--- config.mk ---
export PLATFORM = sky130hd
export DESIGN_NAME = cyclic_prefix_inserter_flat
export DESIGN_NICKNAME = d
export VERILOG_FILES = /design/src/design/cpi_pkg.sv /design/src/design/cpi_in_if.sv /design/src/design/cpi_out_if.sv /design/src/design/cpi_buf.sv /design/src/design/cpi_div.sv /design/src/design/cyclic_prefix_inserter.sv /design/src/flat_wrapper.sv
export SDC_FILE = /design/constraint.sdc
export NUM_CORES = 2
export LEC_CHECK = 0
export BUFFER_PORTS_ARGS = -buffer_cell sky130_fd_sc_hd__buf_2
export CORE_MARGIN = 3
export CORE_UTILIZATION = 30
export DETAILED_ROUTE_END_ITERATION = 8
export SYNTH_ARGS = -nofsm -noshare
export SYNTH_HDL_FRONTEND = slang
export SYNTH_HIERARCHICAL = 1
export SYNTH_SLANG_ARGS = --single-unit
--- constraint.sdc ---
create_clock -name clk -period 7 [get_ports clk]
set_input_delay 1.05 -clock clk [delete_from_list [all_inputs] [get_ports clk]]
set_output_delay 1.05 -clock clk [all_outputs]
set_load 0.005 [all_outputs]
--- src/design/cpi_pkg.sv ---
// Shared types and constants for the cyclic prefix inserter.
package cpi_pkg;

    localparam int WORD_BITS  = 64;
    localparam int HALF_BITS  = 32;
    localparam int FIELD_BITS = 32;

    // Frame parameter ids carried in header words
    localparam int PID_FRAME_LEN   = 0;
    localparam int PID_SYMBOLS     = 1;
    localparam int PID_PILOT       = 2;
    localparam int PID_PREFIX_LEN  = 3;

    typedef struct packed {
        logic                  start;
        logic [FIELD_BITS-1:0] dividend;
        logic [FIELD_BITS-1:0] divisor;
    } div_req_t;

    typedef struct packed {
        logic                  done;
        logic [FIELD_BITS-1:0] quotient;
    } div_rsp_t;

endpackage

--- src/design/cpi_in_if.sv ---
// Input stream channel: one 64-bit word per item.
interface cpi_in_if;
    import cpi_pkg::*;

    logic                 valid;
    logic                 ready;
    logic [WORD_BITS-1:0] in_word;

    modport source (output valid, output in_word, input ready);
    modport sink   (input valid, input in_word, output ready);
endinterface

--- src/design/cpi_out_if.sv ---
// Output stream channel: one 64-bit word and an end-of-run flag per item.
interface cpi_out_if;
    import cpi_pkg::*;

    logic                 valid;
    logic                 ready;
    logic [WORD_BITS-1:0] out_word;
    logic                 last_of_run;

    modport source (output valid, output out_word, output last_of_run, input ready);
    modport sink   (input valid, input out_word, input last_of_run, output ready);
endinterface

--- src/design/cpi_buf.sv ---
// Symbol buffer: one write port, one read port with registered read data.
module cpi_buf #(
    parameter int DEPTH = 32,
    parameter int WIDTH = 32
) (
    input  logic                     clk,
    input  logic                     wr_en,
    input  logic [$clog2(DEPTH)-1:0] wr_addr,
    input  logic [WIDTH-1:0]         wr_data,
    input  logic                     rd_en,
    input  logic [$clog2(DEPTH)-1:0] rd_addr,
    output logic [WIDTH-1:0]         rd_data
);

    logic [WIDTH-1:0] mem [DEPTH];
    logic [WIDTH-1:0] rd_data_reg;

    always_ff @(posedge clk)
    begin
        if (wr_en)
        begin
            mem[wr_addr] <= wr_data;
        end
    end

    always_ff @(posedge clk)
    begin
        if (rd_en)
        begin
            rd_data_reg <= mem[rd_addr];
        end
    end

    assign rd_data = rd_data_reg;

endmodule

--- src/design/cpi_div.sv ---
// Restoring divider, one quotient bit per cycle, for the symbol count.
module cpi_div (
    input  logic                clk,
    input  logic                rst_n,
    input  cpi_pkg::div_req_t   req,
    output cpi_pkg::div_rsp_t   rsp
);
    import cpi_pkg::*;

    localparam int CNT_BITS = $clog2(FIELD_BITS);

    logic                  busy_reg, busy_next;
    logic                  done_reg, done_next;
    logic [CNT_BITS-1:0]   cnt_reg, cnt_next;
    logic [FIELD_BITS-1:0] rem_reg, rem_next;
    logic [FIELD_BITS-1:0] quo_reg, quo_next;
    logic [FIELD_BITS-1:0] dsr_reg, dsr_next;
    logic [FIELD_BITS:0]   rem_sh;
    logic [FIELD_BITS:0]   diff;

    always_comb
    begin
        busy_next = busy_reg;
        done_next = 1'b0;
        cnt_next  = cnt_reg;
        rem_next  = rem_reg;
        quo_next  = quo_reg;
        dsr_next  = dsr_reg;
        rem_sh    = {rem_reg, quo_reg[FIELD_BITS-1]};
        diff      = rem_sh - {1'b0, dsr_reg};

        if (busy_reg)
        begin
            // keep the partial remainder, shift in one quotient bit
            rem_next = diff[FIELD_BITS] ? rem_sh[FIELD_BITS-1:0] : diff[FIELD_BITS-1:0];
            quo_next = {quo_reg[FIELD_BITS-2:0], ~diff[FIELD_BITS]};
            cnt_next = cnt_reg + CNT_BITS'(1);
            if (cnt_reg == CNT_BITS'(FIELD_BITS - 1))
            begin
                busy_next = 1'b0;
                done_next = 1'b1;
            end
        end
        else if (req.start)
        begin
            busy_next = 1'b1;
            cnt_next  = '0;
            rem_next  = '0;
            quo_next  = req.dividend;
            dsr_next  = req.divisor;
        end
    end

    always_ff @(posedge clk or negedge rst_n)
    begin
        if (!rst_n)
        begin
            busy_reg <= 1'b0;
            done_reg <= 1'b0;
            cnt_reg  <= '0;
        end
        else
        begin
            busy_reg <= busy_next;
            done_reg <= done_next;
            cnt_reg  <= cnt_next;
        end
    end

    always_ff @(posedge clk)
    begin
        rem_reg <= rem_next;
        quo_reg <= quo_next;
        dsr_reg <= dsr_next;
    end

    assign rsp.done     = done_reg;
    assign rsp.quotient = quo_reg;

endmodule

--- src/design/cyclic_prefix_inserter.sv ---
// Cyclic prefix inserter top level: header parsing, symbol buffering and readout.
// Latency: forwarded header words and echoed samples are registered and show on the output the cycle after their item.
// Input: header words and samples are taken in ST_RUN while the output register is free;
// the last sample of a symbol starts a readout through the single buffer read port, and
// the word that ends the header starts the product and any divides; input waits on both.
// Reset: asynchronous, clears control and frame parameters; the buffer is not cleared.
module cyclic_prefix_inserter #(
    parameter int SYMBOL_LEN       = 32,
    parameter int SAMPLE_BITS      = 16,
    parameter int OWN_MODULE_ID    = 5,
    parameter int MODULE_ID_BITS   = 8,
    parameter int PARAM_ID_BITS    = 24,
    parameter int PARAM_VALUE_BITS = 32
) (
    input  logic      clk,
    input  logic      rst_n,
    cpi_in_if.sink    sample_ch,
    cpi_out_if.source result_ch
);
    import cpi_pkg::*;

    localparam int POS_BITS   = $clog2(SYMBOL_LEN);
    localparam int CNT_BITS   = $clog2(SYMBOL_LEN + 1);
    localparam int ENTRY_BITS = 2 * SAMPLE_BITS;
    localparam int HDR_SHIFT  = PARAM_ID_BITS + PARAM_VALUE_BITS;

    localparam logic [POS_BITS-1:0]   LAST_POS = POS_BITS'(SYMBOL_LEN - 1);
    localparam logic [CNT_BITS-1:0]   DUMP_END = CNT_BITS'(SYMBOL_LEN);
    localparam logic [WORD_BITS-1:0]  OWN_ID   = WORD_BITS'(OWN_MODULE_ID);
    localparam logic [WORD_BITS-1:0]  END_ID   =
        (WORD_BITS'(1) << MODULE_ID_BITS) - WORD_BITS'(1);
    localparam logic [FIELD_BITS-1:0] SYM_LEN_F = FIELD_BITS'(SYMBOL_LEN);

    typedef enum logic [2:0] {
        ST_RUN,     // take header words or samples
        ST_MUL,     // form frame length * symbols per frame
        ST_DIV1,    // SYMBOL_LEN / pilot_spacing
        ST_DIV2,    // product / data carriers
        ST_DUMP     // read the buffered symbol out
    } state_t;

    state_t                state_reg, state_next;
    logic                  phase_reg, phase_next;
    logic [FIELD_BITS-1:0] frame_len_reg, frame_len_next;
    logic [FIELD_BITS-1:0] symbols_reg, symbols_next;
    logic [FIELD_BITS-1:0] pilot_reg, pilot_next;
    logic [FIELD_BITS-1:0] prefix_reg, prefix_next;
    logic [FIELD_BITS-1:0] left_reg, left_next;
    logic [FIELD_BITS-1:0] prod_reg, prod_next;
    logic [POS_BITS-1:0]   pos_reg, pos_next;
    logic [CNT_BITS-1:0]   rd_cnt_reg, rd_cnt_next;
    logic                  pend_reg, pend_next;
    logic                  pend_last_reg, pend_last_next;
    logic                  out_valid_reg, out_valid_next;
    logic [WORD_BITS-1:0]  out_word_reg, out_word_next;
    logic                  out_last_reg, out_last_next;

    logic                  out_free;
    logic                  accept;
    logic [WORD_BITS-1:0]  mid;
    logic [WORD_BITS-1:0]  pid_sh;
    logic [PARAM_ID_BITS-1:0] pid;
    logic [FIELD_BITS-1:0] pval;
    logic [SAMPLE_BITS-1:0] re, im;
    logic                  echo;
    logic [FIELD_BITS-1:0] carriers;
    logic                  issue;
    logic                  push;
    logic [SAMPLE_BITS-1:0] rd_re, rd_im;
    logic [ENTRY_BITS-1:0] rd_data;
    div_req_t              div_req;
    div_rsp_t              div_rsp;

    // The output register takes a new result when empty or being drained.
    assign out_free = !out_valid_reg || result_ch.ready;
    assign sample_ch.ready = (state_reg == ST_RUN) && out_free;
    assign accept = sample_ch.valid && sample_ch.ready;

    // Header word fields
    assign mid    = sample_ch.in_word >> HDR_SHIFT;
    assign pid_sh = sample_ch.in_word >> PARAM_VALUE_BITS;
    assign pid    = pid_sh[PARAM_ID_BITS-1:0];
    assign pval   = FIELD_BITS'(sample_ch.in_word[PARAM_VALUE_BITS-1:0]);

    // Sample fields
    assign re = sample_ch.in_word[HALF_BITS +: SAMPLE_BITS];
    assign im = sample_ch.in_word[SAMPLE_BITS-1:0];

    // Echo the sample as cyclic prefix when it sits in the tail of the symbol.
    assign echo = ({1'b0, prefix_reg} + (FIELD_BITS + 1)'(pos_reg))
                  >= (FIELD_BITS + 1)'(SYMBOL_LEN);

    // Data carriers per symbol once SYMBOL_LEN / pilot_spacing is known.
    assign carriers = SYM_LEN_F - div_rsp.quotient;

    // Readout: issue a read when the held read data is free or leaves this cycle.
    assign push  = pend_reg && out_free;
    assign issue = (state_reg == ST_DUMP) && (rd_cnt_reg != DUMP_END)
                   && (!pend_reg || push);

    assign rd_re = rd_data[ENTRY_BITS-1:SAMPLE_BITS];
    assign rd_im = rd_data[SAMPLE_BITS-1:0];

    always_comb
    begin
        div_req.start    = 1'b0;
        div_req.dividend = prod_reg;
        div_req.divisor  = carriers;
        if (state_reg == ST_MUL)
        begin
            div_req.start    = (pilot_reg != '0);
            div_req.dividend = SYM_LEN_F;
            div_req.divisor  = pilot_reg;
        end
        else if (state_reg == ST_DIV1)
        begin
            div_req.start = div_rsp.done && (carriers != '0);
        end
    end

    always_comb
    begin
        state_next     = state_reg;
        phase_next     = phase_reg;
        frame_len_next = frame_len_reg;
        symbols_next   = symbols_reg;
        pilot_next     = pilot_reg;
        prefix_next    = prefix_reg;
        left_next      = left_reg;
        prod_next      = prod_reg;
        pos_next       = pos_reg;
        rd_cnt_next    = rd_cnt_reg;
        pend_next      = pend_reg;
        pend_last_next = pend_last_reg;
        out_valid_next = out_valid_reg && !result_ch.ready;
        out_word_next  = out_word_reg;
        out_last_next  = out_last_reg;

        case (state_reg)
            ST_RUN:
            begin
                if (accept && !phase_reg)
                begin
                    if (mid == OWN_ID)
                    begin
                        // absorb: set one frame parameter, drop unknown ids
                        if (pid == PARAM_ID_BITS'(PID_FRAME_LEN))
                        begin
                            frame_len_next = pval;
                        end
                        else if (pid == PARAM_ID_BITS'(PID_SYMBOLS))
                        begin
                            symbols_next = pval;
                        end
                        else if (pid == PARAM_ID_BITS'(PID_PILOT))
                        begin
                            pilot_next = pval;
                        end
                        else if (pid == PARAM_ID_BITS'(PID_PREFIX_LEN))
                        begin
                            prefix_next = pval;
                        end
                    end
                    else
                    begin
                        out_valid_next = 1'b1;
                        out_word_next  = sample_ch.in_word;
                        out_last_next  = 1'b1;
                    end
                    if (mid == END_ID)
                    begin
                        pos_next   = '0;
                        state_next = ST_MUL;
                    end
                end
                else if (accept)
                begin
                    if (echo)
                    begin
                        out_valid_next = 1'b1;
                        out_word_next  = {HALF_BITS'(re), HALF_BITS'(im)};
                        out_last_next  = (pos_reg != LAST_POS);
                    end
                    if (pos_reg == LAST_POS)
                    begin
                        // symbol complete: advance the frame and read it out
                        pos_next    = '0;
                        left_next   = left_reg - FIELD_BITS'(1);
                        phase_next  = (left_reg != FIELD_BITS'(1));
                        rd_cnt_next = '0;
                        state_next  = ST_DUMP;
                    end
                    else
                    begin
                        pos_next = pos_reg + POS_BITS'(1);
                    end
                end
            end

            ST_MUL:
            begin
                prod_next = frame_len_reg * symbols_reg;
                if (pilot_reg == '0)
                begin
                    left_next  = '0;
                    phase_next = 1'b0;
                    state_next = ST_RUN;
                end
                else
                begin
                    state_next = ST_DIV1;
                end
            end

            ST_DIV1:
            begin
                if (div_rsp.done)
                begin
                    if (carriers == '0)
                    begin
                        left_next  = '0;
                        phase_next = 1'b0;
                        state_next = ST_RUN;
                    end
                    else
                    begin
                        state_next = ST_DIV2;
                    end
                end
            end

            ST_DIV2:
            begin
                if (div_rsp.done)
                begin
                    left_next  = div_rsp.quotient;
                    phase_next = (div_rsp.quotient != '0);
                    state_next = ST_RUN;
                end
            end

            ST_DUMP:
            begin
                if (push)
                begin
                    out_valid_next = 1'b1;
                    out_word_next  = {HALF_BITS'(rd_re), HALF_BITS'(rd_im)};
                    out_last_next  = pend_last_reg;
                    if (pend_last_reg)
                    begin
                        state_next = ST_RUN;
                    end
                end
                if (issue)
                begin
                    rd_cnt_next    = rd_cnt_reg + CNT_BITS'(1);
                    pend_last_next = (rd_cnt_reg == CNT_BITS'(SYMBOL_LEN - 1));
                end
                pend_next = issue || (pend_reg && !push);
            end

            default:
            begin
                state_next = ST_RUN;
            end
        endcase
    end

    always_ff @(posedge clk or negedge rst_n)
    begin
        if (!rst_n)
        begin
            state_reg     <= ST_RUN;
            phase_reg     <= 1'b0;
            frame_len_reg <= '0;
            symbols_reg   <= '0;
            pilot_reg     <= '0;
            prefix_reg    <= '0;
            left_reg      <= '0;
            prod_reg      <= '0;
            pos_reg       <= '0;
            rd_cnt_reg    <= '0;
            pend_reg      <= 1'b0;
            pend_last_reg <= 1'b0;
            out_valid_reg <= 1'b0;
            out_word_reg  <= '0;
            out_last_reg  <= 1'b0;
        end
        else
        begin
            state_reg     <= state_next;
            phase_reg     <= phase_next;
            frame_len_reg <= frame_len_next;
            symbols_reg   <= symbols_next;
            pilot_reg     <= pilot_next;
            prefix_reg    <= prefix_next;
            left_reg      <= left_next;
            prod_reg      <= prod_next;
            pos_reg       <= pos_next;
            rd_cnt_reg    <= rd_cnt_next;
            pend_reg      <= pend_next;
            pend_last_reg <= pend_last_next;
            out_valid_reg <= out_valid_next;
            out_word_reg  <= out_word_next;
            out_last_reg  <= out_last_next;
        end
    end

    // Samples are written on acceptance; readout starts the cycle after the
    // last write, so no read can meet a write to the same entry.
    cpi_buf #(
        .DEPTH (SYMBOL_LEN),
        .WIDTH (ENTRY_BITS)
    ) u_buf (
        .clk     (clk),
        .wr_en   (accept && phase_reg),
        .wr_addr (pos_reg),
        .wr_data ({re, im}),
        .rd_en   (issue),
        .rd_addr (rd_cnt_reg[POS_BITS-1:0]),
        .rd_data (rd_data)
    );

    cpi_div u_div (
        .clk   (clk),
        .rst_n (rst_n),
        .req   (div_req),
        .rsp   (div_rsp)
    );

    assign result_ch.valid       = out_valid_reg;
    assign result_ch.out_word    = out_word_reg;
    assign result_ch.last_of_run = out_last_reg;

endmodule

--- src/flat_wrapper.sv ---
// flat-port wrapper written by rule: the top's interface ports become plain ports
module cyclic_prefix_inserter_flat import cpi_pkg::*;
#(
    parameter int SYMBOL_LEN       = 32,
    parameter int SAMPLE_BITS      = 16,
    parameter int OWN_MODULE_ID    = 5,
    parameter int MODULE_ID_BITS   = 8,
    parameter int PARAM_ID_BITS    = 24,
    parameter int PARAM_VALUE_BITS = 32
)
  (clk, rst_n, sample_ch_valid, sample_ch_in_word, sample_ch_ready, result_ch_valid, result_ch_out_word, result_ch_last_of_run, result_ch_ready);
  cpi_in_if sample_ch_i ();
  cpi_out_if result_ch_i ();
  input  logic clk;
  input  logic rst_n;
  input wire logic [$bits(sample_ch_i.valid)-1:0] sample_ch_valid;
  input wire logic [$bits(sample_ch_i.in_word)-1:0] sample_ch_in_word;
  output wire logic [$bits(sample_ch_i.ready)-1:0] sample_ch_ready;
  output wire logic [$bits(result_ch_i.valid)-1:0] result_ch_valid;
  output wire logic [$bits(result_ch_i.out_word)-1:0] result_ch_out_word;
  output wire logic [$bits(result_ch_i.last_of_run)-1:0] result_ch_last_of_run;
  input wire logic [$bits(result_ch_i.ready)-1:0] result_ch_ready;
  assign sample_ch_i.valid = sample_ch_valid;
  assign sample_ch_i.in_word = sample_ch_in_word;
  assign sample_ch_ready = sample_ch_i.ready;
  assign result_ch_valid = result_ch_i.valid;
  assign result_ch_out_word = result_ch_i.out_word;
  assign result_ch_last_of_run = result_ch_i.last_of_run;
  assign result_ch_i.ready = result_ch_ready;
  cyclic_prefix_inserter #(.SYMBOL_LEN(SYMBOL_LEN), .SAMPLE_BITS(SAMPLE_BITS), .OWN_MODULE_ID(OWN_MODULE_ID), .MODULE_ID_BITS(MODULE_ID_BITS), .PARAM_ID_BITS(PARAM_ID_BITS), .PARAM_VALUE_BITS(PARAM_VALUE_BITS)) u_core (.clk(clk), .rst_n(rst_n), .sample_ch(sample_ch_i), .result_ch(result_ch_i));
endmodule
==> results summary <==
The run finished, with violations left. The checks that failed: negative setup slack. Setup repair after global routing could not meet its margin everywhere.

By area the synthesized netlist is led by edfxtp_1 45%, fa_1 11%, dfrtp_1 9.1%, mux2i_1 6.9%, and2_1 3.0%. The worst setup path is captured at a flop. The growth of design area from synthesis to finish is 14.7%.

The final period utilization came out at 101%. The placeable core region is 0.255 mm². The maximum clock insertion buffer count came out at 3. The worst register-to-register path has a depth of 24. The placed cell area came out at approximately 0.083 mm².

Summing every instance area after synthesis gives 0.0773 mm². The final setup skew is 0.0457 ns. The die is 514 µm tall. Among all cell types in the netlist, the one instantiated most often is edfxtp_1. The routed wire length is 223,000 µm. Traced cell by cell, the critical path runs through buf_6, buf_12, and2_4, fa_1, inv_1, fa_1, fa_2, fa_1, inv_1, fa_1, fa_1, fa_1, fa_1, ha_4, a21o_1, a21oi_2, o21bai_1, or3_1, a311oi_2, buf_4, o41ai_2, a21oi_1, xnor2_1, a21o_1.

The max-slew violation total from the final report is 0. The least setup slack across all paths after layout is -0.0844 ns. The residual antenna-violating net count after detailed routing came out at 0. The worst-case setup slack after placement is -0.360 ns.

The die is 514 µm wide. The net count of the finished layout is 6,884. Among all flip-flop cells after synthesis, the most frequent one is edfxtp_1. The fraction of the yosys area taken by sequential cells came out at 53.9%. After synthesis, the mean cell area works out to 12.8 µm². The last weighted congestion value of the routability-driven placer came out at 0.863. The register with the most flip-flops in the layout has about 1,000 of them. The detailed-route vias per instance came out at between 5 and 6. The length of the first detailed-routing pass in iterations came out at 5. The boundary pin count is 135. The H-tree depth reported by CTS came out at 4. The clock buffer count from CTS came out at 154. For the pin with the worst max-slew slack, the measured transition is roughly 1.3 ns. The wire-length estimate of the detail-placed layout is approximately 140,000 µm.

The number of global-route vias before repair is 49,900. The largest stage delay on the critical path is 0.56 ns. The slowest stage of the critical path belongs to the cell fa_1. In this run, placement finished with an instance count of ~9,400. The synthesized netlist net count came out at 6,682. The finished cells cover 0.0887 mm².

The top fanout value on the critical path came out at 7. In the final routed layout, each cell accounts on average for between 20 and 25 µm. The final number of setup-violating endpoints came out at 3.

The total of buffers placed on input and output ports is roughly 130. The count of unresolved DRC violations after routing came out at 0. STA puts the critical path data arrival time at ~7.8 ns. The filler cell count came out at around 25,000.

The sink count of the clock tree came out at 1,434. The met3 layer usage reported by global route came out at approximately 2.7%. In this run the worst hold path is classified as in2async. Entering global routing, the biggest net connects 158 pins.

The routed via count came out at ~50,000. The clock tree root driver cell is clkbuf_16. The row count came out at 185. STA classifies the critical path startpoint as a flop.

The highest achievable clock rate is between 0.1 and 0.15 GHz. The clock edge transition at the registers on the reported setup and hold paths came out at 0.06 ns. The count of cells in the finished layout, fillers not included, comes to 9,749. Counting flops with an async set or reset pin after synthesis yields a share of 19.7%. Yosys mapped a number of flops with a built-in enable equal to 1,152. The most utilized layer in the global route result is met2. The area share of the largest cell type after synthesis is 44.7%. The power density over the cells came out at 223 mW/mm². In the global route stage, met2 resource usage came out at approximately 28%. The TritonCTS clock tree is done. The number of register bits inferred by synthesis came out at 1,434.

The number of distinct library cells after synthesis is 88. The number of buffers added to fix hold violations after cts came out at 0. edfxtp_1 takes more of the synthesized area than any other cell. Sorting the synthesized cells by how often they occur yields 1,152 x edfxtp_1, 535 x mux2i_1, 492 x inv_1, 423 x nand2_1, 410 x fa_1. The remaining global-route overflow is 0.

The cell count after synthesis came out at slightly above 6,000. The initial antenna violation count came out at 23. The starting density of the core is a little under a third. The critical path is of the reg2reg type. The global routing usage summed across all routing layers is 16.6%.

The total leakage power is between 30 and 40 nW. Measured against its own limit, the worst slew margin works out to 16.3%. The hold violation total from the final report came to 0. The count of routing violations after the opening detailed-route iteration came out at 4,117. The worst-skew pair later-pin latency is 0.82 ns. The die area is 0.264 mm². The most numerous cell type found on the critical path is fa_1. VDD sags by at most ~0.25 mV.

The fraction of final layout cells sized beyond drive strength 1 is 14.9%. The tool flagged a number of max-cap violations equal to 0. For met1 alone, demand over resource in global routing was 21.5%. The final critical-path required period came out at just over 7 ns. Yosys printed 6 warnings. The worst endpoint required time came out at 7.68 ns. The first-pass GRT wire length came out at 330,000 µm.
## metrics by stage
step | setup TNS [ns] | power, mW | hold WS, ns | util [%]
4_1_cts | -0.0210 | 20.0 | 0.151 | 34.6
5_1_grt | -0.681 | 20.5 | 0.190 | 34.7
3_3_place_gp | -0.946 | 11.6 | 0.477 | 32.5
6_report | -0.193 | 19.8 | 0.182 | 34.7
3_5_place_dp | -0.908 | 11.7 | 0.480 | 32.5
2_1_floorplan | 0 | 10.8 | 0.442 | -
## critical path, delay by kind of cell (launching register included)
family,cells,cell delay (ns)
buffers and inverters,5,0.54
AOI/OAI and AO/OA,7,1.18
DFF,1,0.39
adders and majority gates,9,4.22
and+or+nand+nor,2,0.52
xor gates and xnor gates,1,0.10
## layout by cell type (no fill, tap or decap), types with 36 or more instances in the layout
cell and count:
buf_2 133, nand2b_1 51, or4_1 38, clkbuf_16 158, a22o_1 69, mux2i_1 535
a211oi_1 45, ha_1 164, o21ai_1 36, nor2_1 157, buf_4 223, clkbuf_1 37
fa_1 395, xor2_1 44, a31oi_1 47, edfxtp_1 1152, nor3_1 78, o31ai_1 40
a21o_1 43, a22oi_1 148, a21oi_1 228, mux2_2 165, dfrtp_1 268, xnor2_1 96
o21ai_0 107, nand2_1 419, and2_1 360, inv_1 486, nand3_1 128
## worst paths after layout
| kind | slack [ns] | to | startpoint |
|---|---|---|---|
| setup / recovery | -0.08 | u_core/prod_reg[29] | u_core/symbols_reg[2] |
| hold / removal | 0.18 | u_core/left_reg[19] | rst_n |
| setup reg to reg | -0.08 | u_core/prod_reg[29] | u_core/symbols_reg[2] |
| hold reg to reg | 0.49 | u_core/symbols_reg[31] | u_core/symbols_reg[31] |
| max in group asynchronous | 5.29 | u_core/rd_cnt_reg[0] | rst_n |
| min in group clk | 0.49 | u_core/symbols_reg[31] | u_core/symbols_reg[31] |
## logic make-up (layout without fill, tap and decap cells)
family | count (synthesis) | count (layout) | share of synthesized area, %
AOI/OAI and AO/OA | 891 | 891 | 7.66
xor gates and xnor gates | 140 | 140 | 1.59
other | 0 | 16 | 0
buffers and inverters | 837 | 1169 | 4.54
and+or+nand+nor | 1450 | 1450 | 9.64
DFF | 1434 | 1434 | 53.9
muxes | 704 | 704 | 9.38
adders and majority gates | 579 | 579 | 13.3
## cell type report
class / count / area (µm²) / area share [%]
inverter: 493 / 1850 / 2.09
antenna: 16 / 40.0 / 0.0451
clock buffer: 200 / 4160 / 4.69
sequential: 1434 / 41700 / 47.0
multi-input combinational: 3764 / 32800 / 37.0
clock inverter: 86 / 1020 / 1.15
timing repair buffer: 390 / 2910 / 3.28
tap: 3366 / 4210 / 4.75
## report_power, final
group          total, mW  internal [mW]  switching [mW]
clock network       8.28           4.69            3.59
logic               1.71          0.559            1.15
registers           9.80           9.55           0.246
## timing repair
item | 4_1_cts | 5_1_grt
pin swaps | 35 | 43
gates resized for setup | 36 | 47
setup buffers | 15 | 9
setup endpoints to repair | 6 | 13
## layer usage
metal,routed length [µm],up-vias
met5,36,-
met4,8750,6
met3,12700,352
met2,108000,1548
met1,93900,25400
li1,-,21900
Power figures use the tool's default switching activity.
